## config.mk

```make
export PLATFORM = sky130hd
export DESIGN_NAME = gpr_fifo
export DESIGN_NICKNAME = d
export VERILOG_FILES = /design/src/hw/rtl/gpr_pkg.sv /design/src/hw/rtl/gpr_fifo.sv
export SDC_FILE = /design/constraint.sdc
export NUM_CORES = 1
export LEC_CHECK = 0
export ABC_AREA = 1
export BUFFER_PORTS_ARGS = -buffer_cell sky130_fd_sc_hd__buf_2
export CAP_MARGIN = 5
export CORE_UTILIZATION = 39
export CTS_BUF_LIST = sky130_fd_sc_hd__clkbuf_8
export DETAILED_ROUTE_END_ITERATION = 10
export GPL_ROUTABILITY_DRIVEN = 0
export GPL_TIMING_DRIVEN = 0
export PLACE_DENSITY_LB_ADDON = 0.3
export RECOVER_POWER = 50
export SYNTH_ARGS = -nofsm -noshare
export SYNTH_HDL_FRONTEND = slang
export SYNTH_SLANG_ARGS = --single-unit
```

## constraint.sdc

```tcl
create_clock -name aclk -period 12 [get_ports aclk]
set_input_delay 3.6 -clock aclk [delete_from_list [all_inputs] [get_ports aclk]]
set_output_delay 3.6 -clock aclk [all_outputs]
set_load 0.02 [all_outputs]
```

## src/hw/rtl/gpr_pkg.sv

```systemverilog
`timescale 1ns / 1ps
// ----------------------------------------------------------------------------
// Glyph pixel rasterizer package
// Shared constants, the descriptor word passed from front to back, and the
// 5x7 font table.
// ----------------------------------------------------------------------------
package gpr_pkg;

    localparam int GLYPH_COLS = 5;
    localparam int GLYPH_ROWS = 7;
    localparam int PIX_N      = GLYPH_COLS * GLYPH_ROWS;
    localparam int IDX_W      = 6;

    typedef logic [PIX_N-1:0] pix_vec_t;

    typedef struct packed {
        logic [10:0] ox;
        logic [10:0] oy;
        logic [15:0] fg;
        logic [15:0] bg;
        pix_vec_t    glyph;
        pix_vec_t    mask;
    } desc_t;

    // Raw column bytes, column 0 in the top byte.
    function automatic logic [39:0] font_raw(input logic [7:0] code);
        logic [39:0] r;
        case (code)
            8'd33: r = 40'h00_00_5F_00_00;
            8'd34: r = 40'h00_07_00_07_00;
            8'd35: r = 40'h14_7F_14_7F_14;
            8'd36: r = 40'h24_2A_7F_2A_12;
            8'd37: r = 40'h23_13_08_64_62;
            8'd38: r = 40'h36_49_55_22_50;
            8'd39: r = 40'h00_05_03_00_00;
            8'd40: r = 40'h00_1C_22_41_00;
            8'd41: r = 40'h00_41_22_1C_00;
            8'd42: r = 40'h08_2A_1C_2A_08;
            8'd43: r = 40'h08_08_3E_08_08;
            8'd44: r = 40'h00_50_30_00_00;
            8'd45: r = 40'h08_08_08_08_08;
            8'd46: r = 40'h00_60_60_00_00;
            8'd47: r = 40'h20_10_08_04_02;
            8'd48: r = 40'h3E_51_49_45_3E;
            8'd49: r = 40'h00_42_7F_40_00;
            8'd50: r = 40'h42_61_51_49_46;
            8'd51: r = 40'h21_41_45_4B_31;
            8'd52: r = 40'h18_14_12_7F_10;
            8'd53: r = 40'h27_45_45_45_39;
            8'd54: r = 40'h3C_4A_49_49_30;
            8'd55: r = 40'h01_71_09_05_03;
            8'd56: r = 40'h36_49_49_49_36;
            8'd57: r = 40'h06_49_49_29_1E;
            8'd58: r = 40'h00_36_36_00_00;
            8'd59: r = 40'h00_56_36_00_00;
            8'd60: r = 40'h00_08_14_22_41;
            8'd61: r = 40'h14_14_14_14_14;
            8'd62: r = 40'h41_22_14_08_00;
            8'd63: r = 40'h02_01_51_09_06;
            8'd64: r = 40'h32_49_79_41_3E;
            8'd65: r = 40'h7E_11_11_11_7E;
            8'd66: r = 40'h7F_49_49_49_36;
            8'd67: r = 40'h3E_41_41_41_22;
            8'd68: r = 40'h7F_41_41_22_1C;
            8'd69: r = 40'h7F_49_49_49_41;
            8'd70: r = 40'h7F_09_09_01_01;
            8'd71: r = 40'h3E_41_41_51_32;
            8'd72: r = 40'h7F_08_08_08_7F;
            8'd73: r = 40'h00_41_7F_41_00;
            8'd74: r = 40'h20_40_41_3F_01;
            8'd75: r = 40'h7F_08_14_22_41;
            8'd76: r = 40'h7F_40_40_40_40;
            8'd77: r = 40'h7F_02_04_02_7F;
            8'd78: r = 40'h7F_04_08_10_7F;
            8'd79: r = 40'h3E_41_41_41_3E;
            8'd80: r = 40'h7F_09_09_09_06;
            8'd81: r = 40'h3E_41_51_21_5E;
            8'd82: r = 40'h7F_09_19_29_46;
            8'd83: r = 40'h46_49_49_49_31;
            8'd84: r = 40'h01_01_7F_01_01;
            8'd85: r = 40'h3F_40_40_40_3F;
            8'd86: r = 40'h1F_20_40_20_1F;
            8'd87: r = 40'h7F_20_18_20_7F;
            8'd88: r = 40'h63_14_08_14_63;
            8'd89: r = 40'h03_04_78_04_03;
            8'd90: r = 40'h61_51_49_45_43;
            default: r = 40'h0;
        endcase
        return r;
    endfunction

    // Glyph bits in column-major pixel order: bit col*7+row.
    function automatic pix_vec_t font_bits(input logic [7:0] code);
        logic [39:0] raw;
        pix_vec_t    b;
        raw = font_raw(code);
        for (int c = 0; c < GLYPH_COLS; c++) begin
            for (int r = 0; r < GLYPH_ROWS; r++) begin
                b[c*GLYPH_ROWS + r] = raw[(GLYPH_COLS-1-c)*8 + r];
            end
        end
        return b;
    endfunction

    function automatic logic [2:0] pos_col(input logic [IDX_W-1:0] idx);
        logic [2:0] c;
        if (idx >= 6'd28) begin
            c = 3'd4;
        end else if (idx >= 6'd21) begin
            c = 3'd3;
        end else if (idx >= 6'd14) begin
            c = 3'd2;
        end else if (idx >= 6'd7) begin
            c = 3'd1;
        end else begin
            c = 3'd0;
        end
        return c;
    endfunction

    function automatic logic [2:0] pos_row(input logic [IDX_W-1:0] idx);
        logic [IDX_W-1:0] base;
        logic [IDX_W-1:0] diff;
        base = IDX_W'(pos_col(idx)) * IDX_W'(GLYPH_ROWS);
        diff = idx - base;
        return diff[2:0];
    endfunction

endpackage

```

## src/hw/rtl/gpr_fifo.sv

```systemverilog
`timescale 1ns / 1ps
// ----------------------------------------------------------------------------
// Glyph pixel rasterizer descriptor queue
// Two-entry queue of descriptor words between the front and back ends.
// ----------------------------------------------------------------------------
module gpr_fifo (
    input  logic           aclk,
    input  logic           aresetn,
    input  logic           in_valid,
    output logic           in_ready,
    input  gpr_pkg::desc_t in_desc,
    output logic           out_valid,
    input  logic           out_ready,
    output gpr_pkg::desc_t out_desc
);
    import gpr_pkg::*;

    localparam logic [1:0] DEPTH = 2'd2;

    desc_t      entry_reg [2];
    logic       wr_ptr_reg;
    logic       rd_ptr_reg;
    logic [1:0] count_reg;
    logic [1:0] count_next;
    logic       push;
    logic       pop;

    assign in_ready  = (count_reg != DEPTH);
    assign out_valid = (count_reg != 2'd0);
    assign out_desc  = entry_reg[rd_ptr_reg];
    assign push      = in_valid && in_ready;
    assign pop       = out_valid && out_ready;

    always_comb begin
        count_next = count_reg;
        if (push && !pop) begin
            count_next = count_reg + 2'd1;
        end else if (pop && !push) begin
            count_next = count_reg - 2'd1;
        end
    end

    always_ff @(posedge aclk) begin
        if (!aresetn) begin
            wr_ptr_reg <= 1'b0;
            rd_ptr_reg <= 1'b0;
            count_reg  <= 2'd0;
        end else begin
            count_reg <= count_next;
            if (push) begin
                wr_ptr_reg <= !wr_ptr_reg;
            end
            if (pop) begin
                rd_ptr_reg <= !rd_ptr_reg;
            end
        end
    end

    always_ff @(posedge aclk) begin
        if (push) begin
            entry_reg[wr_ptr_reg] <= in_desc;
        end
    end

    a_count_bound: assert property (@(posedge aclk) disable iff (!aresetn)
        count_reg <= DEPTH)
        else $error("descriptor queue count exceeds its depth");

endmodule

```

## After elaboration in Yosys (flattened, before gate mapping)

Memory sizes are Yosys's and may differ from the RTL's. A register that Yosys moved wholly into a read port is not among the register bits.
Index checks and enable logic that the tools add are counted.

- $lt $le $gt $ge: 0
- Multiply operators: 0
- Mux-type cells: 6
- Div/mod/pow operators: 0
- Reduce and logical (&&, ||, !) cells: 10
- Shifts and indexed selects: 0
- Add/subtract/negate cells: 2
- Eq/ne operators: 1
- Bitwise gates (word level): 0

Operators by type and width:

| cell | number |
|---|---|
| $logic_and 1x1->1 | 4 |
| $logic_not 1->1 | 4 |
| $mux 1 | 4 |
| $mux 2 | 2 |
| $reduce_bool 2->1 | 2 |
| $add 2x1->2 const B | 1 |
| $ne 2x2->1 const B | 1 |
| $sub 2x1->2 const B | 1 |

- Output and inout port bits: 126
- Memories kept: 1
- Flip-flop bits (word level): 4
- Bits of input ports: 128
- Bits in writable memories: 248
- Memory bits (read-only): 0
- Bits in latches: 0

Memories:

| memory | depth | width | read ports | clocked after Yosys merged registers in | write ports | RTL line | RTL |
|---|---|---|---|---|---|---|---|
| entry_reg | 2 | 124 | 1 | 1 | 1 | gpr_fifo.sv:20 | `desc_t entry_reg [2];` |

## Longest topological paths before layout

Gate-level depths: netlist (run 1).

- Word-level depth: 6
- Mapped depth: 11

## Least setup slack after synthesis (run 1)

No wires, ideal clock.

- Path kind: input port to flip-flop
- Start point: input port in_valid
- End point: memory entry_reg[0][0] in the netlist's numbering, enable pin
- Data arrival time: 8,851 ps
- Buffers on the path: 0
- Stages: 2
- Setup time: 609 ps
- Data required time: 11,391 ps
- Path slack: 2,540 ps
- Path through: nand2_1 > nor2_1

- Word-level cells in the longest chain between the ends: 3

RTL lines:

| what | RTL line | RTL |
|---|---|---|
| start: declaration | gpr_fifo.sv:9 | `input logic in_valid,` |
| $logic_and 1x1->1 | gpr_fifo.sv:31 | `assign push = in_valid && in_ready;` |
| $mux 1 | gpr_fifo.sv:60 | `if (push) begin` |
| $mux 1 (implied by the code) | gpr_fifo.sv:61 | `entry_reg[wr_ptr_reg] <= in_desc;` |
| end: declaration | gpr_fifo.sv:20 |  |

Every way passes these cells.

## Final worst setup path (run 1)

- Start point: input port in_valid
- End point: memory entry_reg[1][98] in the netlist's numbering, enable pin

Same word-level chain as after synthesis.

==> reports/metrics.yaml, run 1 <==
synth:
  synth.yosys.seq_area_share_pct: 80.04
  synthCells: 423
  yosys_warnings: 0
  synth_cell_type_count: 15
  synth_area_um2: 9429
  synth.net_count: 552
  syn_area_per_cell_um2: 22.29
  synth_seq_cells: 253
drt:
  ant_nets: 0
  vias: 4887
  first_iter_violations: 236
  wirelength_um: 17780
  wl_per_cell_um: 16.53
  vias_per_cell: 4.542
  drc: 0
  detail_route.first_pass.iterations: 4
layout:
  seq_area_um2: 7547
  drive_gt1_share_pct: 51.52
  final_cell_mix: "edfxtp_1, buf_2, mux2_2, mux2_4, clkbuf_1"
  largest_reg_flops: 248
  fillers: 2037
  area_growth_pct: 27.12
  nets: 857
  multi_input_area_um2: 1732
  diodes: 0
  final_common_cell: "edfxtp_1"
clock_network:
  ctsResizeCount: 0
  cts_buffers: 42
  clockRootBuffer: "clkbuf_8"
  path_clk_slew_ns: 0.05
  clkLatencyLatePin_ns: 0.52
  clock_path_buffers: 3
  clock-sinks: 253
  hold_buffers: 0
  cts_tree: "built"
  htreeDepth: 2
  post_cts_buffers: 0
worst_setup_path:
  end_kind: "flop"
  cp-start-kind: "input port"
  cp_max_fo: 28
  worst_ep_arrival_time_ns: 6.92
  worst_path_largest_cell_delay_ns: 1.34
  crit_path_start: "in_valid"
  required_ns: 12.21
  reg2reg_slack_ns: 7.87
  critical_path.cell_chain: "buf_2, nand2_1, nor2_1, clkbuf_1, buf_12, buf_16"
  reg2reg_from: "count_reg[0]"
  crit_path_top_delay_cell: "clkbuf_1"
  worst-setup-path-type: "input port to flop"
job:
  cap_viol_max_count: 3
place:
  pre_cts_ws_ns: 6.516
  hpwl_um: 12580
  io_buffer_count: 253
sta:
  finalSetupViolations: 0
  finalClockSkew_ns: 0.01382
  rsz0062_at_grt: "false"
  worst_slew_pin_slew_ns: 2.131
  fmax_mhz: 149.2
  fin_crit_sh_pct: 55.87
  drv_slew: 71
  final_hold_viol_count: 0
  setup_ws_ns: 5.296
  tns_ns: 0
  timing.slew.headroom_pct: -42.56
  fin_crit_ns: 6.704
floorplanning:
  rows: 56
  io_pins: 254
  coreArea_um2: 23610
  die_area_um2: 24800
  fp.dieH_um: 157.5
  start_util_pct: 39.93
  dieWidth_um: 157.5
worst_hold_path:
  min_from: "rd_ptr_reg"
  hold_class: "flop to flop"
grt:
  grt_pass1_wl_um: 26300
  first_global_vias: 5110
  grt_overflow_total: 0
  grt_max_degree: 33
  antenna_found_initial: 1
  grt_usage_pct: 13.99
status:
  violations: "capacitance limit, slew limit"
  status: "complete, but fails checks"
pwr:
  p_per_area_nw_per_um2: 213.8
  ir_drop_uv: 132.6
  cellLeakagePower_nw: 4.554
## final cells by class
type                            instances  share of cell area (%)
Buffer                                 14                   1.002
Inverter                                8                  0.2505
Multi-Input combinational cell        148                   14.45
Clock inverter                         28                   1.576
Timing Repair Buffer                  261                   11.26
Clock buffer                           45                   5.167
Sequential cell                       253                   62.96
Tap cell                              319                   3.330
## worst max-delay path: cells and delay by family
| kind | cells | cell delay [ns] |
|---|---|---|
| and+or+nand+nor | 2 | 1.34 |
| buffers and inverters | 4 | 1.93 |
## where the power goes
| group | internal [mW] | switching, mW | total [mW] | leakage, nW |
|---|---|---|---|---|
| registers | 1.12 | 0.0284 | 1.15 | 2.35 |
| logic | 0.294 | 0.400 | 0.694 | 1.73 |
| clock network | 0.408 | 0.314 | 0.723 | 0.467 |
| total | 1.82 | 0.742 | 2.56 | 4.55 |
## cell families (layout without fill, tap and decap cells)
| group | Yosys count | count (layout) | share of synthesized area [%] |
|---|---|---|---|
| flip-flops | 253 | 253 | 80.04 |
| multiplexers | 124 | 124 | 17.20 |
| buffers and inverters | 22 | 356 | 1.592 |
| AND/OR/NAND/NOR | 19 | 19 | 0.7962 |
| AO/OA/AOI/OAI | 4 | 4 | 0.2388 |
| adder cells (fa/ha/maj) | 1 | 1 | 0.1327 |
## worst paths after layout
kind	end	cells after the start
min	rd_ptr_reg	2
min reg2reg	rd_ptr_reg	2
max reg2reg	entry_reg[1][98]	7
max	entry_reg[1][98]	6
## per-layer routing
layer	vias to the layer above	track usage (%)	wire length, um
li1	2286	-	-
met1	2361	15.58	6873
met2	207	24.10	8793
met3	33	5.396	1712
met4	0	5.317	402
met5	-	0	0
## synthesized netlist by cell type
library cell | n | share of area, %
edfxtp_1 | 248 | 79
mux2_2 | 64 | 7.6
mux2_4 | 60 | 9.6
nand2_1 | 9 | 0.36
buf_6 | 8 | 0.96
inv_1 | 8 | 0.32
nor2_1 | 8 | 0.32
buf_2 | 6 | 0.32
dfxtp_1 | 5 | 1.1
o21ai_0 | 2 | 0.11
a21oi_1 | 1 | 0.053
ha_1 | 1 | 0.13
nand3_1 | 1 | 0.053
nand4_1 | 1 | 0.066
o21a_1 | 1 | 0.080
## metrics by stage
| step | util [%] | power (mW) | cell area, um^2 | std cells | hold slack (ns) |
|---|---|---|---|---|---|
| 3_3_place_gp | 46.99 | 1.867 | 11090 | 995 | 0.4788 |
| 5_1_grt | 50.76 | 2.692 | 11990 | 1076 | 0.5845 |
| 3_5_place_dp | 47.79 | 1.876 | 11280 | 1003 | 0.5174 |
| 2_1_floorplan | - | 1.658 | 9429 | 423 | 0.4669 |
| 4_1_cts | 51.21 | 2.609 | 12090 | 1076 | 0.5319 |
| 6_report | 50.76 | 2.563 | 11990 | 1076 | 0.5317 |
Power figures use the tool's default switching activity.
==> inputs of run 2 (changes only) <==
==> constraint.sdc (replaced) <==
create_clock -name aclk -period 5.75 [get_ports aclk]
set_input_delay 1.725 -clock aclk [delete_from_list [all_inputs] [get_ports aclk]]
set_output_delay 1.725 -clock aclk [all_outputs]
set_load 0.02 [all_outputs]
==> reports/metrics.yaml, run 2 (synthesis gave the netlist of run 1 again) <==
worst_setup_path:
  cp-start-kind: "input port"  # unchanged
  path_delay_family: "simple AND/OR/NAND/NOR gates"  # was buffers and inverters
  r2r-end: "entry_reg[0][84]"  # was entry_reg[1][98]
  reg2reg_from: "count_reg[0]"  # unchanged
  critical_path.cell_chain: "buf_2, nand2_1, nor2_1, buf_12, buf_12"  # was buf_2, nand2_1, nor2_1, clkbuf_1, buf_12, buf_16
  reg2reg_depth: 6  # was 7
  critical_path_buf_inv_count: 3  # was 4
  crit_path_top_delay_cell: "nor2_1"  # was clkbuf_1
  cp_max_fo: 32  # was 28
  required_ns: 5.95  # was 12.21 ns
  end_kind: "flop"  # unchanged
  worst-setup-path-type: "input port to flop"  # unchanged
  crit_top_cell: "buf_12"
  reg2reg_slack_ns: 2.56  # was 7.87 ns
  worst_ep_arrival_time_ns: 4.08  # was 6.92 ns
  worst_path_largest_cell_delay_ns: 1.59  # was 1.34 ns
place:
  io_buffer_count: 253  # unchanged
  pre_cts_ws_ns: 2.141  # was 6.516 ns
  dpl_cell_area_um2: 11280  # unchanged
  hpwl_um: 12580  # unchanged
  dp.cells: 1003  # unchanged
clock_network:
  htreeDepth: 2  # unchanged
  clockRootBuffer: "clkbuf_8"  # unchanged
  post_cts_buffers: 0  # unchanged
  clkLatencyLatePin_ns: 0.52  # about the same
  clock-sinks: 253  # unchanged
  ctsResizeCount: 0  # unchanged
  clock_path_buffers: 3  # unchanged
  path_clk_slew_ns: 0.06  # was 0.05 ns
  cts_tree: "built"  # unchanged
  hold_buffers: 0  # unchanged
  cts_buffers: 42  # unchanged
sta:
  drv_slew: 43  # was 71
  tns_ns: 0  # unchanged
  finalClockSkew_ns: 0.01498  # was 0.01382 ns
  fin_crit_sh_pct: 67.56
  holdWs_ns: 0.5240  # was 0.5317 ns
  setup_ws_ns: 1.865  # was 5.296 ns
  worst_slew_pin_slew_ns: 2.137  # was 2.131 ns
  rsz0062_at_grt: "false"  # unchanged
  timing.slew.headroom_pct: -42.99  # was -42.56%
  finalSetupViolations: 0  # unchanged
  fin_crit_ns: 3.885
  final_hold_viol_count: 0  # unchanged
  fmax_mhz: 257.4
layout:
  final_common_cell: "edfxtp_1"  # unchanged
  area_growth_pct: 27.30  # was 27.12%
  final_cell_mix: "edfxtp_1, buf_2, mux2_2, mux2_4, clkbuf_1"  # unchanged
  fin_area_um2: 12000  # was 11990 um^2
  diodes: 0  # unchanged
  drive_gt1_share_pct: 51.65  # was 51.52%
  final_util_pct: 50.83  # was 50.76%
  finalNonFillerCells: 1076  # unchanged
  nets: 857  # unchanged
  largest_reg_flops: 248  # unchanged
status:
  violations: "capacitance limit, slew limit"  # unchanged
  status: "complete, but fails checks"  # unchanged
worst_hold_path:
  min_path_cells: 2  # unchanged
  min_from: "rd_ptr_reg"  # unchanged
  hold_class: "flop to flop"  # unchanged
drt:
  vias: 4872  # was 4887
  first_iter_violations: 225  # was 236
  detail_route.first_pass.iterations: 4  # unchanged
  drc: 0  # unchanged
  wl_per_cell_um: 16.53  # about the same
  wirelength_um: 17780  # about the same
  ant_nets: 0  # unchanged
  vias_per_cell: 4.528  # was 4.542
grt:
  grt_overflow_total: 0  # unchanged
  antenna_found_initial: 1  # unchanged
  grt_max_degree: 33  # unchanged
  first_global_vias: 5110  # unchanged
  grt_usage_pct: 13.99  # unchanged
  grt_pass1_wl_um: 26300  # unchanged
floorplanning:
  io_pins: 254  # unchanged
  coreArea_um2: 23610  # unchanged
  fp.dieH_um: 157.5  # unchanged
  dieWidth_um: 157.5  # unchanged
  rows: 56  # unchanged
  start_util_pct: 39.93  # unchanged
  die_area_um2: 24800  # unchanged
job:
  cap_viol_max_count: 2  # was 3
pwr:
  ir_drop_uv: 277.4  # was 132.6 uV
  p_per_area_nw_per_um2: 445.8  # was 213.8 nW/um^2
  power_mw: 5.351  # was 2.563 mW
  cellLeakagePower_nw: 4.562  # was 4.554 nW
run 2: changes by cell type in the layout (fill, tap and decap cells not counted):
| cell | before | now |
|---|---|---|
| buf_12 | 5 | 6 |
| clkbuf_1 | 60 | 59 |
run 2: final cells by class:
class | count | area [um^2]
Fill cell | 2035 | 11610
Sequential cell | 253 | 7547
Multi-Input combinational cell | 148 | 1732
Timing Repair Buffer | 261 | 1366
Clock buffer | 45 | 619.3
Tap cell | 319 | 399.1
Clock inverter | 28 | 188.9
Buffer | 14 | 120.1
Inverter | 8 | 30.03
run 2: report_power, final:
part / switching (mW) / leakage [nW] / internal (mW)
logic: 0.834 / 1.74 / 0.618
registers: 0.0591 / 2.35 / 2.33
clock network: 0.656 / 0.467 / 0.852
run 2: worst min-delay path: stages, from the launching register on:
cell	delay, ns
dfxtp_1	0.33
nor2_1	0.06
nor2_1	0.09
run 2: how the worst max path moves through the flow:
stage	startpoint	endpoint	cells past startpoint
2_1_floorplan	in_valid	entry_reg[0][0]	2
3_3_place_gp	in_valid	entry_reg[0][97]	3
4_1_cts	flop	out_desc[77]	5
3_5_place_dp	in_valid	entry_reg[1][102]	6
5_1_grt	in_valid	entry_reg[0][76]	5
6_report	in_valid	entry_reg[0][84]	5
run 2: routing by layer:
layer  track usage [%]  wire length (um)  vias up
met5                 0                 0        -
met4             5.317               402        0
met3             5.396              1674       33
met2             24.10              8759      200
met1             15.58              6946     2355
li1                  -                 -     2284
==> inputs of run 3 (changes only) <==
--- a/config.mk
+++ b/config.mk
@@ -5,7 +5,7 @@
 export SDC_FILE = /design/constraint.sdc
 export NUM_CORES = 1
 export LEC_CHECK = 0
-export ABC_AREA = 1
+export ABC_AREA = 0
 export BUFFER_PORTS_ARGS = -buffer_cell sky130_fd_sc_hd__buf_2
 export CAP_MARGIN = 5
 export CORE_UTILIZATION = 39
==> constraint.sdc (replaced) <==
create_clock -name aclk -period 3.55 [get_ports aclk]
set_input_delay 1.065 -clock aclk [delete_from_list [all_inputs] [get_ports aclk]]
set_output_delay 1.065 -clock aclk [all_outputs]
set_load 0.02 [all_outputs]
==> reports/metrics.yaml, run 3 <==
clock_network:
  post_cts_buffers: 0  # unchanged
  cts_buffers: 42  # unchanged
  hold_buffers: 0  # unchanged
  clock-sinks: 253  # unchanged
  path_clk_slew_ns: 0.06  # about the same
  clock_path_buffers: 3  # unchanged
  clockRootBuffer: "clkbuf_8"  # unchanged
  clkLatencyLatePin_ns: 0.52  # about the same
  ctsResizeCount: 0  # unchanged
  htreeDepth: 2  # unchanged
  cts_tree: "built"  # unchanged
place:
  dp.cells: 986  # was 1003
  hpwl_um: 12010  # was 12580 um
  dpl_cell_area_um2: 11190  # was 11280 um^2
  io_buffer_count: 253  # unchanged
worst_setup_path:
  r2r-end: "entry_reg[1][65]"  # was entry_reg[0][84]
  critPathCapture: "out_desc[77]"  # was entry_reg[0][84]
  required_ns: 2.48  # was 5.95 ns
  critical_path.cell_chain: "buf_6, buf_6, buf_6, mux2_4, buf_2"  # was buf_2, nand2_1, nor2_1, buf_12, buf_12
  worst_path_largest_cell_delay_ns: 0.32  # was 1.59 ns
  worst_ep_arrival_time_ns: 1.86  # was 4.08 ns
  cp-start-kind: "flop"  # was input port
  reg2reg_from: "count_reg[0]"  # unchanged
  reg2reg_slack_ns: 0.89  # was 2.56 ns
  crit_path_top_delay_cell: "dfxtp_1"  # was nor2_1
  worst-setup-path-type: "flop to output port"  # was input port to flop
  cp_max_fo: 10  # was 32
  reg2reg_depth: 3  # was 6
  end_kind: "output port"  # was flop
  crit_top_cell: "buf_6"  # was buf_12
layout:
  finalNonFillerCells: 1054  # was 1076
  fin_area_um2: 11840  # was 12000 um^2
  drive_gt1_share_pct: 52.93  # was 51.65%
  nets: 840  # was 857
  area_growth_pct: 25.55  # was 27.30%
  fillers: 2005  # was 2035
  final_cell_mix: "edfxtp_1, buf_2, mux2_2, mux2_4, clkbuf_1"  # unchanged
  diodes: 0  # unchanged
  final_common_cell: "edfxtp_1"  # unchanged
  largest_reg_flops: 248  # unchanged
  final_util_pct: 50.15  # was 50.83%
sta:
  worst_slew_pin_slew_ns: 1.481  # was 2.137 ns
  fin_crit_sh_pct: 82.34
  fmax_mhz: 342.1
  final_hold_viol_count: 0  # unchanged
  drv_slew: 0  # was 43
  finalSetupViolations: 0  # unchanged
  fin_crit_ns: 2.923
  finalClockSkew_ns: 0.02259  # was 0.01498 ns
  timing.slew.headroom_pct: 1.274  # was -42.99%
  rsz0062_at_grt: "false"  # unchanged
pwr:
  p_clk_share_pct: 26.4  # was 28.2%
  switching_power_mw: 2.577  # was 1.550 mW
  p_comb_share_pct: 29.2  # was 27.1%
  p_seq_share_pct: 44.4  # was 44.7%
  cellLeakagePower_nw: 4.457  # was 4.562 nW
  switching_share_pct: 29.90  # was 28.97%
  p_per_area_nw_per_um2: 728.1  # was 445.8 nW/um^2
  internal_power_mw: 6.044  # was 3.801 mW
  ir_drop_uv: 473.0  # was 277.4 uV
job:
  cap_viol_max_count: 0  # was 2
synth:
  synthCells: 410  # was 423
  yosys_warnings: 0  # unchanged
  synth_area_um2: 9432  # was 9429 um^2
  synth.yosys.seq_area_share_pct: 80.02  # was 80.04%
  yosys-top-cells-count: "edfxtp_1, mux2_2, mux2_4"  # unchanged
  async_flop_share_pct: 0  # unchanged
  synth_edf_count: 248  # unchanged
  synth_top_area_share_pct: 78.96  # was 78.98%
  yosysMostFrequentCell: "edfxtp_1"  # unchanged
  netlist_top_cells_area: "edfxtp_1, mux2_4, mux2_2, dfxtp_1, buf_6"  # unchanged
  synth_seq_cells: 253  # unchanged
  synth_cell_type_count: 21  # was 15
  yosys.area.top_type: "edfxtp_1"  # unchanged
  syn_area_per_cell_um2: 23.00  # was 22.29 um^2
  synth.net_count: 539  # was 552
  synth-main-ff-cell: "edfxtp_1"  # unchanged
floorplanning:
  rows: 56  # unchanged
  start_util_pct: 39.94  # was 39.93%
  io_pins: 254  # unchanged
  fp.dieH_um: 157.5  # about the same
  die_area_um2: 24810  # was 24800 um^2
  dieWidth_um: 157.5  # about the same
  coreArea_um2: 23610  # unchanged
grt:
  grt_overflow_total: 0  # unchanged
  antenna_found_initial: 2  # was 1
  first_global_vias: 5156  # was 5110
  grt_max_degree: 67  # was 33
  grt_usage_pct: 14.03  # was 13.99%
  grt_pass1_wl_um: 26370  # was 26300 um
drt:
  ant_nets: 0  # unchanged
  wl_per_cell_um: 16.97  # was 16.53 um
  vias: 4829  # was 4872
  vias_per_cell: 4.582  # was 4.528
  first_iter_violations: 205  # was 225
  detail_route.first_pass.iterations: 4  # unchanged
  wirelength_um: 17880  # was 17780 um
  drc: 0  # unchanged
worst_hold_path:
  hold_class: "flop to flop"  # unchanged
status:
  status: "finished, final reports clean"  # was complete, but fails checks
run 3: cell count changes after synthesis, moves of 2 or more:
cell	delta
nand2_1	-9
inv_1	-7
and2_1	+4
nor2_1	-8
xnor2_1	+2
run 3: worst max-delay path: cells and delay by family (launching register included):
kind	cells	cell delay, ns
flip-flops	1	0.32
buffers and inverters	4	0.70
multiplexers	1	0.31
run 3: worst min-delay path by stage:
stage	start	endpoint	slack, ns	cells after the start
finish	count_reg[1]	count_reg[1]	0.58	2
global route	wr_ptr_reg	wr_ptr_reg	0.62	2
CTS	rd_ptr_reg	rd_ptr_reg	0.60	2
detailed placement	rd_ptr_reg	flop	0.59	2
global placement	count_reg[1]	count_reg[1]	0.53	2
floorplan	count_reg[1]	count_reg[1]	0.51	2
run 3: final cells by class:
cell class                 instances  area [um^2]  share of cell area (%)
sequential                       253         7547                   63.74
inverter                           1        5.005                 0.04227
clock inverter                    23        115.1                  0.9721
multi-input combinational        142         1754                   14.81
timing repair buffer             257         1281                   10.82
clock buffer                      45        619.3                   5.230
tap                              319        399.1                   3.371
buffer                            14        120.1                   1.014
run 3: power by group through the flow:
stage	combinational, mW	clock, mW	sequential, mW
after floorplan	1.79	0	3.88
after global placement	2.49	0	3.91
after detailed placement	2.58	0	3.89
after CTS	2.59	2.37	3.83
after global routing	2.70	2.49	3.86
final	2.52	2.27	3.83
run 3: logic make-up (layout without fill, tap and decap cells):
logic type / Yosys count / in the layout / synth area share [%]
flops: 253 / 253 / 80.02
mux: 124 / 124 / 17.19
buf+inv: 15 / 340 / 1.313
simple gates: 9 / 9 / 0.6899
compound gates: 5 / 5 / 0.3714
xor+xnor: 3 / 3 / 0.2786
fa+ha+maj: 1 / 1 / 0.1326
run 3: routing by layer:
| layer | vias up | track usage (%) | wire length [um] |
|---|---|---|---|
| li1 | 2231 | - | - |
| met1 | 2347 | 16.00 | 7150 |
| met2 | 207 | 23.70 | 8712 |
| met3 | 40 | 5.644 | 1645 |
| met4 | 4 | 5.039 | 350 |
| met5 | - | 0 | 24 |
run 3: metrics by stage:
stage	setup slack [ns]	power, mW	setup TNS [ns]	hold slack, ns
after global routing	0.4941	9.043	0	0.6244
after global placement	-1.009	6.404	-168.47	0.5272
after CTS	0.5332	8.785	0	0.6037
after detailed placement	0.7736	6.469	0	0.5893
after floorplan	0.1288	5.670	0	0.5124
final	0.6269	8.621	0	0.5810
