### src/hw/rtl/gpr_pkg.sv
`timescale 1ns / 1ps
// ----------------------------------------------------------------------------
// Glyph pixel rasterizer package
// Shared constants, the descriptor word passed from front to back, and the
// 5x7 font table.
// ----------------------------------------------------------------------------
package gpr_pkg;

    localparam int GLYPH_COLS = 5;
    localparam int GLYPH_ROWS = 7;
    localparam int PIX_N      = GLYPH_COLS * GLYPH_ROWS;
    localparam int IDX_W      = 6;

    typedef logic [PIX_N-1:0] pix_vec_t;

    typedef struct packed {
        logic [10:0] ox;
        logic [10:0] oy;
        logic [15:0] fg;
        logic [15:0] bg;
        pix_vec_t    glyph;
        pix_vec_t    mask;
    } desc_t;

    // Raw column bytes, column 0 in the top byte.
    function automatic logic [39:0] font_raw(input logic [7:0] code);
        logic [39:0] r;
        case (code)
            8'd33: r = 40'h00_00_5F_00_00;
            8'd34: r = 40'h00_07_00_07_00;
            8'd35: r = 40'h14_7F_14_7F_14;
            8'd36: r = 40'h24_2A_7F_2A_12;
            8'd37: r = 40'h23_13_08_64_62;
            8'd38: r = 40'h36_49_55_22_50;
            8'd39: r = 40'h00_05_03_00_00;
            8'd40: r = 40'h00_1C_22_41_00;
            8'd41: r = 40'h00_41_22_1C_00;
            8'd42: r = 40'h08_2A_1C_2A_08;
            8'd43: r = 40'h08_08_3E_08_08;
            8'd44: r = 40'h00_50_30_00_00;
            8'd45: r = 40'h08_08_08_08_08;
            8'd46: r = 40'h00_60_60_00_00;
            8'd47: r = 40'h20_10_08_04_02;
            8'd48: r = 40'h3E_51_49_45_3E;
            8'd49: r = 40'h00_42_7F_40_00;
            8'd50: r = 40'h42_61_51_49_46;
            8'd51: r = 40'h21_41_45_4B_31;
            8'd52: r = 40'h18_14_12_7F_10;
            8'd53: r = 40'h27_45_45_45_39;
            8'd54: r = 40'h3C_4A_49_49_30;
            8'd55: r = 40'h01_71_09_05_03;
            8'd56: r = 40'h36_49_49_49_36;
            8'd57: r = 40'h06_49_49_29_1E;
            8'd58: r = 40'h00_36_36_00_00;
            8'd59: r = 40'h00_56_36_00_00;
            8'd60: r = 40'h00_08_14_22_41;
            8'd61: r = 40'h14_14_14_14_14;
            8'd62: r = 40'h41_22_14_08_00;
            8'd63: r = 40'h02_01_51_09_06;
            8'd64: r = 40'h32_49_79_41_3E;
            8'd65: r = 40'h7E_11_11_11_7E;
            8'd66: r = 40'h7F_49_49_49_36;
            8'd67: r = 40'h3E_41_41_41_22;
            8'd68: r = 40'h7F_41_41_22_1C;
            8'd69: r = 40'h7F_49_49_49_41;
            8'd70: r = 40'h7F_09_09_01_01;
            8'd71: r = 40'h3E_41_41_51_32;
            8'd72: r = 40'h7F_08_08_08_7F;
            8'd73: r = 40'h00_41_7F_41_00;
            8'd74: r = 40'h20_40_41_3F_01;
            8'd75: r = 40'h7F_08_14_22_41;
            8'd76: r = 40'h7F_40_40_40_40;
            8'd77: r = 40'h7F_02_04_02_7F;
            8'd78: r = 40'h7F_04_08_10_7F;
            8'd79: r = 40'h3E_41_41_41_3E;
            8'd80: r = 40'h7F_09_09_09_06;
            8'd81: r = 40'h3E_41_51_21_5E;
            8'd82: r = 40'h7F_09_19_29_46;
            8'd83: r = 40'h46_49_49_49_31;
            8'd84: r = 40'h01_01_7F_01_01;
            8'd85: r = 40'h3F_40_40_40_3F;
            8'd86: r = 40'h1F_20_40_20_1F;
            8'd87: r = 40'h7F_20_18_20_7F;
            8'd88: r = 40'h63_14_08_14_63;
            8'd89: r = 40'h03_04_78_04_03;
            8'd90: r = 40'h61_51_49_45_43;
            default: r = 40'h0;
        endcase
        return r;
    endfunction

    // Glyph bits in column-major pixel order: bit col*7+row.
    function automatic pix_vec_t font_bits(input logic [7:0] code);
        logic [39:0] raw;
        pix_vec_t    b;
        raw = font_raw(code);
        for (int c = 0; c < GLYPH_COLS; c++) begin
            for (int r = 0; r < GLYPH_ROWS; r++) begin
                b[c*GLYPH_ROWS + r] = raw[(GLYPH_COLS-1-c)*8 + r];
            end
        end
        return b;
    endfunction

    function automatic logic [2:0] pos_col(input logic [IDX_W-1:0] idx);
        logic [2:0] c;
        if (idx >= 6'd28) begin
            c = 3'd4;
        end else if (idx >= 6'd21) begin
            c = 3'd3;
        end else if (idx >= 6'd14) begin
            c = 3'd2;
        end else if (idx >= 6'd7) begin
            c = 3'd1;
        end else begin
            c = 3'd0;
        end
        return c;
    endfunction

    function automatic logic [2:0] pos_row(input logic [IDX_W-1:0] idx);
        logic [IDX_W-1:0] base;
        logic [IDX_W-1:0] diff;
        base = IDX_W'(pos_col(idx)) * IDX_W'(GLYPH_ROWS);
        diff = idx - base;
        return diff[2:0];
    endfunction

endpackage

### src/hw/rtl/gpr_back.sv
`timescale 1ns / 1ps
// ----------------------------------------------------------------------------
// Glyph pixel rasterizer back end
// Walks the emit mask of the current descriptor, one pixel word per cycle
// unless m_ready stalls it, and marks the word that clears the mask as last.
// ----------------------------------------------------------------------------
module gpr_back (
    input  logic           aclk,
    input  logic           aresetn,
    input  logic           pop_valid,
    output logic           pop_ready,
    input  gpr_pkg::desc_t pop_desc,
    output logic           m_valid,
    input  logic           m_ready,
    output logic [9:0]     m_pixel_x,
    output logic [9:0]     m_pixel_y,
    output logic [15:0]    m_pixel_colour,
    output logic           m_last_pixel
);
    import gpr_pkg::*;

    logic        active_reg;
    logic        active_next;
    desc_t       desc_reg;
    pix_vec_t    mask_next;
    logic        out_valid_reg;
    logic [9:0]  x_reg;
    logic [9:0]  y_reg;
    logic [15:0] colour_reg;
    logic        last_reg;

    logic [IDX_W-1:0] sel;
    logic [2:0]       col;
    logic [2:0]       row;
    pix_vec_t         rest;
    logic             adv;
    logic             load;
    logic [11:0]      px;
    logic [11:0]      py;

    always_comb begin
        sel = '0;
        for (int i = PIX_N - 1; i >= 0; i--) begin
            if (desc_reg.mask[i]) begin
                sel = IDX_W'(i);
            end
        end
    end

    assign col  = pos_col(sel);
    assign row  = pos_row(sel);
    assign rest = desc_reg.mask & (desc_reg.mask - PIX_N'(1));
    assign adv  = active_reg && (!out_valid_reg || m_ready);
    assign load = pop_valid && (!active_reg || (adv && (rest == '0)));
    assign px   = {desc_reg.ox[10], desc_reg.ox} + {9'd0, col};
    assign py   = {desc_reg.oy[10], desc_reg.oy} + {9'd0, row};

    assign pop_ready = load;

    always_comb begin
        active_next = active_reg;
        mask_next   = desc_reg.mask;
        if (load) begin
            active_next = 1'b1;
            mask_next   = pop_desc.mask;
        end else if (adv) begin
            mask_next = rest;
            if (rest == '0) begin
                active_next = 1'b0;
            end
        end
    end

    always_ff @(posedge aclk) begin
        if (!aresetn) begin
            active_reg    <= 1'b0;
            out_valid_reg <= 1'b0;
        end else begin
            active_reg <= active_next;
            if (adv) begin
                out_valid_reg <= 1'b1;
            end else if (m_ready) begin
                out_valid_reg <= 1'b0;
            end
        end
    end

    always_ff @(posedge aclk) begin
        if (load) begin
            desc_reg <= pop_desc;
        end else begin
            desc_reg.mask <= mask_next;
        end
        if (adv) begin
            x_reg      <= px[9:0];
            y_reg      <= py[9:0];
            colour_reg <= desc_reg.glyph[sel] ? desc_reg.fg : desc_reg.bg;
            last_reg   <= (rest == '0);
        end
    end

    assign m_valid        = out_valid_reg;
    assign m_pixel_x      = x_reg;
    assign m_pixel_y      = y_reg;
    assign m_pixel_colour = colour_reg;
    assign m_last_pixel   = last_reg;

    a_active_mask: assert property (@(posedge aclk) disable iff (!aresetn)
        active_reg |-> (desc_reg.mask != '0))
        else $error("active descriptor has an empty mask");

    a_load_nonempty: assert property (@(posedge aclk) disable iff (!aresetn)
        load |-> (pop_desc.mask != '0))
        else $error("descriptor with no visible pixel reached the back end");

    a_stay_active: assert property (@(posedge aclk) disable iff (!aresetn)
        (adv && (rest != '0)) |=> active_reg)
        else $error("back end went idle with pixels left");

endmodule

### config.mk
export PLATFORM = sky130hd
export DESIGN_NAME = gpr_back
export DESIGN_NICKNAME = d
export VERILOG_FILES = /design/src/hw/rtl/gpr_pkg.sv /design/src/hw/rtl/gpr_back.sv
export SDC_FILE = /design/constraint.sdc
export NUM_CORES = 1
export LEC_CHECK = 0
export BUFFER_PORTS_ARGS = -buffer_cell sky130_fd_sc_hd__buf_4
export CAP_MARGIN = 20
export CELL_PAD_IN_SITES_DETAIL_PLACEMENT = 0
export CELL_PAD_IN_SITES_GLOBAL_PLACEMENT = 1
export CORE_MARGIN = 2
export CORE_UTILIZATION = 40
export CTS_CLUSTER_DIAMETER = 120
export DETAILED_ROUTE_END_ITERATION = 8
export PLACE_DENSITY = 0.85
export SLEW_MARGIN = 10
export SYNTH_ARGS = -nofsm -noshare
export SYNTH_HDL_FRONTEND = slang
export SYNTH_SLANG_ARGS = --single-unit
### constraint.sdc
create_clock -name aclk -period 6.5 [get_ports aclk]
set_input_delay 0 -clock aclk [delete_from_list [all_inputs] [get_ports aclk]]
set_output_delay 0 -clock aclk [all_outputs]
set_load 0.01 [all_outputs]
# ---- After elaboration in Yosys (flattened, before gate mapping)
# Cells that the tools add are included.
dict set report totals {
  latch_bits 0
  romBits 0
  n_memories 0
  elab_cells 84
  ramBits 0
  regBits 161
}
dict set report op_classes {
  add_sub_neg 4
  n_eq_ne 0
  n_reduce_logical 12
  n_bitwise 1
  n_lt_le_gt_ge 5
  n_mul 1
  mux 49
  shifts 0
  div_mod_pow 0
}
# cell n
set ops {}
lappend ops {{$mux W6} 35}
lappend ops {{$mux W35} 2}
lappend ops {{$and A35 B35 Y35} 1}
lappend ops {{$logic_not A35 Y1} 1}
lappend ops {{$sub A35 B1 Y35 const B} 1}
lappend ops {{$add A10 B4 Y10} 2}
lappend ops {{$mux W16} 1}
lappend ops {{$ge A6 B5 Y1 const B} 2}
lappend ops {{$lt A6 B7 Y1 const B} 1}
lappend ops {{$mux W1} 7}
lappend ops {{$bmux W1 S6} 1}
lappend ops {{$ge A6 B3 Y1 const B} 1}
lappend ops {{$ge A6 B4 Y1 const B} 1}
lappend ops {{$reduce_bool A2 Y1} 3}
lappend ops {{$mux W2} 2}
lappend ops {{$logic_and A1 B1 Y1} 3}
lappend ops {{$mul A3 B1 Y3 const B} 1}
lappend ops {{$mux W3} 1}
lappend ops {{$sub A3 B3 Y3} 1}
lappend ops {{$logic_not A1 Y1} 2}
lappend ops {{$logic_or A1 B1 Y1} 2}
lappend ops {{$reduce_and A2 Y1} 1}

# ---- Longest topological paths before layout
# Gate-level depths: netlist of run 1.
dict set report depth {
  word_depth 43
  depth_mapped 20
  mapped_depth_nobuf 17
}

# ---- Worst setup path before layout of run 1
# OpenSTA, ideal clock, no wires.
dict set report synth_path {
  path_type {register to register}
  start {register desc_reg[15] (netlist name)}
  end {register desc_reg[100] (netlist name), enable pin}
  path_buffers 2
  setup_time_ns 0.443
  arrival_ns 4.800
  path_slack_ns 1.257
  synth_period_minus_slack_ns 5.243
  stages_incl_launch_ff 13
  path_cell_list {edfxtp_1 -> or4_1 -> buf_2 -> nor2_2 -> nand4_1 -> or4_1 -> o311a_1 -> nor4_1 -> nand3_1 -> o21ai_2 -> nand2_2 -> buf_2 -> inv_1}
}
dict set report synth_via {
  elab_chain_len 6
}
# element line
set synth_rtl {}
lappend synth_rtl {{start, declared} gpr_back.sv:24} ;# desc_t desc_reg;
lappend synth_rtl {{start signal, assigned} gpr_back.sv:90} ;# desc_reg <= pop_desc;
lappend synth_rtl {{$sub A35 B1 Y35} gpr_back.sv:52} ;# assign rest = desc_reg.mask & (desc_reg.mask - PIX_N'(1));
lappend synth_rtl {{$and A35 B35 Y35 *} gpr_back.sv:52}
lappend synth_rtl {{$logic_not A35 Y1 *} gpr_back.sv:54} ;# assign load = pop_valid && (!active_reg || (adv && (rest == '0)));
lappend synth_rtl {{$logic_and A1 B1 Y1 *} gpr_back.sv:54}
lappend synth_rtl {{$logic_or A1 B1 Y1 *} gpr_back.sv:54}
lappend synth_rtl {{$logic_and A1 B1 Y1 *} gpr_back.sv:54}
lappend synth_rtl {{named net pop_ready} gpr_back.sv:11} ;# output logic pop_ready,
# Mark *: on every way through the listed nets, which the timed path passes. The rest lies on a longest branch.
# A chain may end at the register's enable or synchronous reset.

# ---- Worst setup path after layout of run 1
dict set report layout_path {
  start {register desc_reg[6] (netlist name)}
  end {register y_reg[8] (netlist: m_pixel_y[8]), data pin}
}
dict set report layout_via {
  elab_chain_len 15
  word_cells_on_any_way 18
}
# element line
set layout_rtl {}
lappend layout_rtl {{$mux W6 * (7 in series)} gpr_back.sv:44} ;# if (desc_reg.mask[i]) begin
lappend layout_rtl {{$ge A6 B3 Y1} gpr_pkg.sv:113} ;# end else if (idx >= 6'd7) begin
lappend layout_rtl {{$mux W1} gpr_pkg.sv:113}
lappend layout_rtl {{$mux W2} gpr_pkg.sv:111} ;# end else if (idx >= 6'd14) begin
lappend layout_rtl {{$mux W2} gpr_pkg.sv:109} ;# end else if (idx >= 6'd21) begin
lappend layout_rtl {{$mux W3} gpr_pkg.sv:107} ;# if (idx >= 6'd28) begin
lappend layout_rtl {{$mul A3 B1 Y3} gpr_pkg.sv:124} ;# base = IDX_W'(pos_col(idx)) * IDX_W'(GLYPH_ROWS);
lappend layout_rtl {{$sub A3 B3 Y3 *} gpr_pkg.sv:125} ;# diff = idx - base;
lappend layout_rtl {{$add A10 B4 Y10 *} gpr_back.sv:56} ;# assign py = {desc_reg.oy[10], desc_reg.oy} + {9'd0, row};
lappend layout_rtl {{named net py[8]} gpr_back.sv:39} ;# logic [11:0] py;
lappend layout_rtl {{end signal, assigned} gpr_back.sv:96} ;# y_reg <= py[9:0];
lappend layout_rtl {{end, declared} gpr_back.sv:28} ;# logic [9:0] y_reg;
# Marks and branches as above.

==> results.toml, run 1 <==
[run]
maxCapViolations = 0

[power_and_ir_drop]
clkPwrFrac_pct = 35.9
total_power_uw = 2801
power_frac_comb_pct = 16.9
p_int_uw = 2061
ir_drop_mv = 0.2187
seq_power_share_pct = 47.2
p_leak_uw = 0.004245
switching_share_pct = 26.40
p_per_area_nw_per_um2 = 258.5
p_sw_uw = 739.4

[detailed_routing]
routed_wl_um = 19280
drtPass1Iterations = 5
vias = 5747
ant_nets = 0
drt_iter0_drc = 478
wl_per_cell_um = 17.79
drc_errors = 0
vias_per_cell = 5.302

[worst_setup_path]
worstPathMaxFanout = 9
criticalPathCategory = "flip-flop to flip-flop"
worstRegToRegCells = 17
cp-end-kind = "flip-flop"
crit_slowest_cell = "or4_1"
worstPathArrival_ns = 5.19
worstSetupStartpointType = "flip-flop"
crit_chain = "or4_1 > nor3_1 > o2111ai_1 > nand2_1 > clkinv_1 > maj3_1 > nand2_1 > o21ai_0 > ha_1 > fa_1 > inv_1 > fa_1 > nor2b_1 > nor2_1 > nor2_1 > nand4_1 > xnor2_1"
cpPeakStageDelay_ns = 0.58
crit_required_ns = 6.67

[global_route]
grt_pass1_wl_um = 29370
track_usage_pct = 19.26
grt_max_degree = 89
antenna_found_initial = 0
first_global_vias = 5631
grt_overflow = 0

[timing]
worst_slew_pin_slew_ns = 1.041
final-setup-viol-count = 0
hold_viol = 0
setup_tns_ns = 0
finalCritPeriodShare_pct = 77.17
min_period_ns = 5.016
maxSlewViolCount = 0
slew_headroom_pct = 29.99
finalClockSkew_ns = 0.01437
timing.fmax_mhz = 199.4
rsz0062_at_grt = "no"
final.setup.worst_slack_ns = 1.484

[clock_tree]
cts_made_buffers = 17
clkSlewWorstSetupHoldPaths_ns = 0.07
cts.path.max_buffers = 2
cts_tree = "done"
cts-resized-gates = 0
clock_latency_ns = 0.42
htreeDepth = 4
post_cts_buffers = 0
clkSinkCount = 161
root_buffer = "clkbuf_16"
holdBufCountCts = 122

[yosys]
yosysWarningCount = 0
synth_nets = 683
synth_cell_types = 69
yosysSeqAreaShare_pct = 63.80
syn_area_sq_um = 7546
synthCells = 545
synthArstFlopShare_pct = 0
synth-seq-cells = 161
avgSynthCellArea_sq_um = 13.85
synth-main-ff-cell = "edfxtp_1"
synth_edf_count = 159

[place]
dp_cells = 930
place_ws_ns = 1.527
numPortBuffers = 164
hpwlAfterDp_um = 12520
gp_congestion = 0.9043

[status]
status = "completed"

[worst_hold_path]
hold_depth = 3
hp-class = "input pin to flip-flop"

[floorplanning]
core_sq_um = 18580
dieArea_sq_um = 19980
boundaryPins = 167
initial_utilization_pct = 40.61
die_y_um = 141.4
rows = 50
die_w_um = 141.4

[finish]
layout_commonest_cell = "buf_4"
nFillCells = 1439
layout_common_cells = "buf_4 (169), edfxtp_1 (159), dlygate4sd3_1 (122), nor2_1 (29), nand2_1 (28)"
largest_reg_flops = 122
syn2layout_area_growth_pct = 43.56
instances_no_fill = 1084
drive_gt1_share_pct = 30.94
postLayoutCoreUtil_pct = 58.30
nets = 975
antenna_cells = 0
[layer usage]
layer	wire, um	track usage (%)
met1	7895	23.55
met4	299	6.105
met3	744	3.476
met5	0	0
met2	10340	34.64
[Yosys cell counts (all sizes together) (10+ instances only)]
cell type	n	area, sq um
a31o	13	113.9
and3	16	100.1
a21oi	21	105.1
o21ai	18	93.84
inv	24	90.08
edfxtp	159	4775
or4	13	101.4
xnor2	12	105.1
buf	10	83.83
mux2	31	424.2
nor2	31	121.4
nor3	15	86.34
mux2i	12	120.1
nand2	29	111.4
[cell families (layout without fill, tap and decap cells)]
| family | after synthesis | in the layout | share of synthesized area (%) |
|---|---|---|---|
| DFF | 161 | 161 | 63.80 |
| and+or+nand+nor | 150 | 150 | 10.76 |
| AOI/OAI and AO/OA | 116 | 116 | 10.96 |
| buffers and inverters | 44 | 349 | 2.802 |
| muxes | 43 | 43 | 7.213 |
| xor gates and xnor gates | 17 | 17 | 1.973 |
| adders and majority gates | 14 | 14 | 2.487 |
[worst max-delay path: cells and delay by family, from the launching register on]
kind | cells | cell delay, ns
AND/OR/NAND/NOR | 8 | 1.73
adder cells (fa/ha/maj) | 4 | 1.64
flip-flops | 1 | 0.50
buffers and inverters | 2 | 0.45
AO/OA/AOI/OAI | 2 | 0.31
XOR/XNOR | 1 | 0.15
[path summary, 6_finish.rpt]
kind | slack, ns | start | to
max reg2reg | 1.48 | desc_reg[6]$_DFFE_PP_ | m_pixel_y[8]$_DFFE_PP_
min | 0.02 | pop_desc[27] | desc_reg[27]$_DFFE_PP_
max | 1.48 | desc_reg[6]$_DFFE_PP_ | m_pixel_y[8]$_DFFE_PP_
min reg2reg | 0.55 | desc_reg[70]$_DFFE_PP_ | m_pixel_colour[0]$_DFFE_PP_
[power groups by stage]
stage | clock network [uW] | registers (uW) | logic, uW
2_1_floorplan | 0 | 1330 | 269
3_3_place_gp | 0 | 1340 | 398
3_5_place_dp | 0 | 1340 | 409
4_1_cts | 1020 | 1320 | 472
5_1_grt | 1060 | 1330 | 511
6_report | 1000 | 1320 | 474
[stage by stage]
step	area (sq um)	hold WS (ns)
floorplan	7546	0.09887
global placement	9022	0.1788
detailed placement	9022	0.1794
CTS	10830	0.004064
global route	10830	0.001705
finish	10830	0.01907
[area by class of cell]
| cell class | instances | area (sq um) | area share [%] |
|---|---|---|---|
| Sequential cell | 161 | 4815 | 44.44 |
| Multi-Input combinational cell | 340 | 2531 | 23.37 |
| Timing Repair Buffer | 292 | 2510 | 23.17 |
| Clock buffer | 17 | 425.4 | 3.927 |
| Tap cell | 234 | 292.8 | 2.703 |
| Clock inverter | 15 | 163.9 | 1.513 |
| Inverter | 25 | 95.09 | 0.8778 |
No activity file was read; power rests on OpenSTA's default activity.
==> run 2, diff against run 1 <==
==> constraint.sdc (replaced) <==
create_clock -name aclk -period 5.2 [get_ports aclk]
set_input_delay 0 -clock aclk [delete_from_list [all_inputs] [get_ports aclk]]
set_output_delay 0 -clock aclk [all_outputs]
set_load 0.01 [all_outputs]
==> run 2 against run 1 <==
Sequential cell count unchanged. Sequential power up 25%. Routed wire length up 2.6%. Design area up 1.1%. First-iteration DRC count down 0.21%. Largest cell class unchanged.
==> results.toml, run 2 (synthesized netlist as in run 1, its figures left out) <==
[detailed_routing]
drt_iter0_drc = 477
drtPass1Iterations = 5
vias = 5823
drc_errors = 0
vias_per_cell = 5.303
ant_nets = 0
routed_wl_um = 19770
wl_per_cell_um = 18.01

[power_and_ir_drop]
switching_share_pct = 26.42
ir_drop_mv = 0.2300
clkPwrFrac_pct = 35.7
power_frac_comb_pct = 17.2
p_leak_uw = 0.004305
p_sw_uw = 928.9
p_int_uw = 2587
p_per_area_nw_per_um2 = 320.9
seq_power_share_pct = 47.0

[worst_hold_path]
hp-class = "input pin to flip-flop"

[worst_setup_path]
crit_required_ns = 5.38
cp-end-kind = "flip-flop"
criticalPathCategory = "flip-flop to flip-flop"
worstPathMaxFanout = 9
worstSetupStartpointType = "flip-flop"
worstPathArrival_ns = 4.80
rrSetupSlack_ns = 0.57

[clock_tree]
cts.path.max_buffers = 2
root_buffer = "clkbuf_16"
cts_made_buffers = 17
clkSinkCount = 161
post_cts_buffers = 0
cts_tree = "done"
clkSlewWorstSetupHoldPaths_ns = 0.07
htreeDepth = 4
clock_latency_ns = 0.42

[floorplanning]
boundaryPins = 167
rows = 50
core_sq_um = 18580
die_w_um = 141.4
initial_utilization_pct = 40.61
dieArea_sq_um = 19980
die_y_um = 141.4

[global_route]
first_global_vias = 5943
track_usage_pct = 20.07
grt_max_degree = 53
antenna_found_initial = 0
grt_pass1_wl_um = 31000
grt_overflow = 0

[finish]
syn2layout_area_growth_pct = 45.20
layout_commonest_cell = "buf_4"
instances_no_fill = 1098
nets = 989
layout_common_cells = "buf_4 (180), edfxtp_1 (159), dlygate4sd3_1 (124), nor2_1 (29), nand2_1 (28)"
largest_reg_flops = 122
drive_gt1_share_pct = 31.83
antenna_cells = 0

[timing]
min_period_ns = 4.625
setup_tns_ns = 0
finalClockSkew_ns = 0.008691
rsz0062_at_grt = "no"
maxSlewViolCount = 0
final-setup-viol-count = 0
hold_viol = 0
worst_slew_pin_slew_ns = 0.9534
slew_headroom_pct = 36.44
finalCritPeriodShare_pct = 88.94
timing.fmax_mhz = 216.2

[place]
dp_cells = 942
hpwlAfterDp_um = 13020
numPortBuffers = 164
gp_congestion = 0.8714

[status]
status = "completed"

[run]
maxCapViolations = 0
## run 2: worst max-delay path, cell delays in order, from the launching register on
cell	delay (ns)
edfxtp_1	0.50
or4_1	0.58
nor3_1	0.27
o2111ai_1	0.18
nand2_1	0.29
clkinv_1	0.14
maj3_1	0.36
nand2_1	0.07
o21ai_0	0.13
ha_1	0.24
fa_1	0.51
inv_1	0.06
fa_1	0.43
nor2b_1	0.16
nor2_1	0.05
nor2_1	0.13
nand4_1	0.15
xnor2_1	0.15
## run 2: what timing repair did
item | 4_1_cts | 5_1_grt
endpoints found under the hold margin | 123 | 0
resized for setup | 0 | 0
hold buffers | 124 | 0
## run 2: layer usage
metal,vias to the layer above,track usage (%),share of wire [%]
li1,2752,-,-
met1,2818,25.51,42
met2,221,35.21,52
met3,32,3.240,4.3
met4,0,6.474,1.5
met5,-,0,0
## run 2: stage by stage
stage | area (sq um) | util [%] | hold WS, ns | setup WS, ns | total power (uW)
after floorplan | 7550 | - | 0.09887 | 0.8371 | 2000
after global placement | 9128 | 49.12 | 0.1789 | 0.7143 | 2185
after detailed placement | 9128 | 49.12 | 0.1792 | 0.5688 | 2204
after CTS | 10960 | 58.97 | 0.02858 | 0.5480 | 3533
after global routing | 10960 | 58.97 | 0.03348 | 0.2709 | 3659
final | 10960 | 58.97 | 0.03218 | 0.5749 | 3516
## run 2: final timing paths
| kind | endpoint | from | depth (start not counted) |
|---|---|---|---|
| min | desc_reg[6]$_DFFE_PP_ | pop_desc[6] | 3 |
| max reg2reg | m_pixel_y[8]$_DFFE_PP_ | desc_reg[6]$_DFFE_PP_ | 17 |
| max | m_pixel_y[8]$_DFFE_PP_ | desc_reg[6]$_DFFE_PP_ | 17 |
| min reg2reg | m_pixel_colour[11]$_DFFE_PP_ | desc_reg[81]$_DFFE_PP_ | 1 |
## run 2: area by class of cell
cell class / count / area (sq um)
clock buffers: 18 / 429.2
clock inverters: 14 / 158.9
fillers: 1457 / 7624
inverters: 25 / 97.59
multi-input cells: 340 / 2531
flip-flops and latches: 161 / 4815
well taps: 234 / 292.8
repair buffers: 306 / 2633
## run 2: power by group through the flow
stage          combinational (uW)  sequential (uW)  clock [uW]
2_1_floorplan                 337             1660           0
3_3_place_gp                  512             1670           0
3_5_place_dp                  525             1680           0
4_1_cts                       603             1650        1280
5_1_grt                       656             1670        1330
6_report                      606             1650        1260
==> run 3, diff against run 2 <==
--- a/config.mk
+++ b/config.mk
@@ -14,6 +14,7 @@
 export CTS_CLUSTER_DIAMETER = 120
 export DETAILED_ROUTE_END_ITERATION = 8
 export PLACE_DENSITY = 0.85
+export RECOVER_POWER = 25
 export SLEW_MARGIN = 10
 export SYNTH_ARGS = -nofsm -noshare
 export SYNTH_HDL_FRONTEND = slang
==> constraint.sdc (replaced) <==
create_clock -name aclk -period 5.1 [get_ports aclk]
set_input_delay 0 -clock aclk [delete_from_list [all_inputs] [get_ports aclk]]
set_output_delay 0 -clock aclk [all_outputs]
set_load 0.01 [all_outputs]
==> run 3 against run 2 <==
Clock-buffer cell count shrank 1. Via count is 0.72% lower. Clock power is essentially flat. Largest cell class unchanged. First-iteration DRC count is 21% lower.
==> results.toml, run 3 (synthesized netlist as in run 1, its figures left out) <==
[clock_tree]
clkSinkCount = 161
cts_made_buffers = 17
htreeDepth = 4
cts_tree = "done"
clock_latency_ns = 0.42
post_cts_buffers = 0
root_buffer = "clkbuf_16"
clkSlewWorstSetupHoldPaths_ns = 0.07
cts.path.max_buffers = 2

[detailed_routing]
drc_errors = 0
wl_per_cell_um = 17.88
drtPass1Iterations = 5
routed_wl_um = 19580
ant_nets = 0
vias = 5781
vias_per_cell = 5.279
drt_iter0_drc = 377

[worst_setup_path]
r2r-start = "desc_reg[6]$_DFFE_PP_"
rrSetupSlack_ns = 0.55
cp-end-kind = "flip-flop"
cpPeakStageDelay_ns = 0.57
crit_required_ns = 5.27
crit_chain = "or4_1 > nor3_1 > o2111ai_1 > nand2_1 > clkinv_1 > maj3_1 > nand2_1 > o21ai_0 > ha_1 > fa_1 > inv_1 > fa_1 > nor2b_1 > nor2_1 > nor2_1 > nand4_1 > xnor2_1"
worstPathMaxFanout = 9
criticalPathCategory = "flip-flop to flip-flop"
r2r_end = "m_pixel_y[8]$_DFFE_PP_"
crit_slowest_cell = "or4_1"
worstSetupStartpointType = "flip-flop"
worstPathArrival_ns = 4.72
worstRegToRegCells = 17

[timing]
min_period_ns = 4.550
slew_headroom_pct = 38.98
finalCritPeriodShare_pct = 89.22
finalClockSkew_ns = 0.009570
final.setup.worst_slack_ns = 0.5498
final-setup-viol-count = 0
timing.fmax_mhz = 219.8
worst_slew_pin_slew_ns = 0.9153
hold_viol = 0
setup_tns_ns = 0
hold-worst-slack_ns = 0.01566
maxSlewViolCount = 0
rsz0062_at_grt = "no"

[finish]
drive_gt1_share_pct = 31.48
antenna_cells = 0
largest_reg_flops = 122
final_area_sq_um = 10890
regArea_sq_um = 4815
nFillCells = 1435
syn2layout_area_growth_pct = 44.27
layout_commonest_cell = "edfxtp_1"
postLayoutCoreUtil_pct = 58.59
layout_common_cells = "edfxtp_1 (159), dlygate4sd3_1 (122), buf_4 (91), clkbuf_4 (86), nor2_1 (29)"
multi_input_comb_area_sq_um = 2531
nets = 986

[floorplanning]
die_y_um = 141.4
boundaryPins = 167
die_w_um = 141.4
dieArea_sq_um = 19980
initial_utilization_pct = 40.61
rows = 50
core_sq_um = 18580

[place]
hpwlAfterDp_um = 13140
gp_congestion = 0.8894
place_ws_ns = 0.5668
placed_cell_area_sq_um = 9107
numPortBuffers = 164

[worst_hold_path]
worstHoldStart = "pop_desc[12]"
hold_end = "desc_reg[12]$_DFFE_PP_"
hold_depth = 3
hp-class = "input pin to flip-flop"

[status]
status = "completed"

[global_route]
grt_overflow = 0
antenna_found_initial = 0
first_global_vias = 5822
grt_max_degree = 53
track_usage_pct = 19.74
grt_pass1_wl_um = 30180

[power_and_ir_drop]
ir_drop_mv = 0.2533
p_leak_uw = 0.004262
p_per_area_nw_per_um2 = 324.2

[run]
maxCapViolations = 0
[run 3: cell count changes in the layout (fill, tap and decap cells not counted)]
cell           previous run  this run
buf_4                   180        91
clkbuf_4                  0        86
clkinv_2                  0         3
clkbuf_1                  1         3
clkinv_4                  0         2
clkinvlp_4                3         1
dlygate4sd3_1           124       122
buf_12                    2         1
clkinv_1                  1         2
clkinv_8                  1         0
inv_6                     6         5
inv_8                     4         3
[run 3: repair_timing]
| item | 4_1_cts | 5_1_grt |
|---|---|---|
| resized for setup | 0 | 0 |
| hold endpoints to repair | 121 | 0 |
| hold buffers | 122 | 0 |
[run 3: where the power goes]
| part | switching [uW] | internal [uW] | leakage, uW |
|---|---|---|---|
| clock | 546 | 686 | 0.000286 |
| combinational | 276 | 335 | 0.00243 |
| sequential | 88.9 | 1600 | 0.00154 |
[run 3: final cells by class]
cell class,instances,area share [%]
tap,234,2.689
timing repair buffer,303,23.71
inverter,25,0.8964
clock buffer,17,3.908
sequential,161,44.22
multi-input combinational,340,23.25
clock inverter,15,1.322
[run 3: worst max-delay path by stage]
stage                               to                   start  cells past startpoint
6_report        m_pixel_y[8]$_DFFE_PP_   desc_reg[6]$_DFFE_PP_                     17
5_1_grt         m_pixel_y[8]$_DFFE_PP_   desc_reg[6]$_DFFE_PP_                     17
3_5_place_dp    m_pixel_y[8]$_DFFE_PP_   desc_reg[6]$_DFFE_PP_                     17
3_3_place_gp    m_pixel_y[8]$_DFFE_PP_   desc_reg[6]$_DFFE_PP_                     17
4_1_cts         m_pixel_y[8]$_DFFE_PP_   desc_reg[6]$_DFFE_PP_                     17
2_1_floorplan  desc_reg[100]$_DFFE_PP_  desc_reg[15]$_DFFE_PP_                     12
[run 3: layer usage]
| metal | track usage, % | part of all wire (%) |
|---|---|---|
| met5 | 0 | 0 |
| met4 | 8.895 | 2.7 |
| met3 | 3.814 | 5.4 |
| met2 | 33.80 | 51 |
| met1 | 24.31 | 40 |
[run 3: metrics by stage]
step | cells | power (uW)
after floorplan | 545 | 2039
final | 1095 | 3529
after detailed placement | 941 | 2246
after global routing | 1095 | 3679
after CTS | 1095 | 3557
after global placement | 941 | 2226
[run 3: worst max-delay path, delay by kind of cell (launching register included)]
family	cells	cell delay, ns
buffers and inverters	2	0.21
flip-flops	1	0.49
XOR/XNOR	1	0.15
adder cells (fa/ha/maj)	4	1.54
AO/OA/AOI/OAI	2	0.29
AND/OR/NAND/NOR	8	1.63
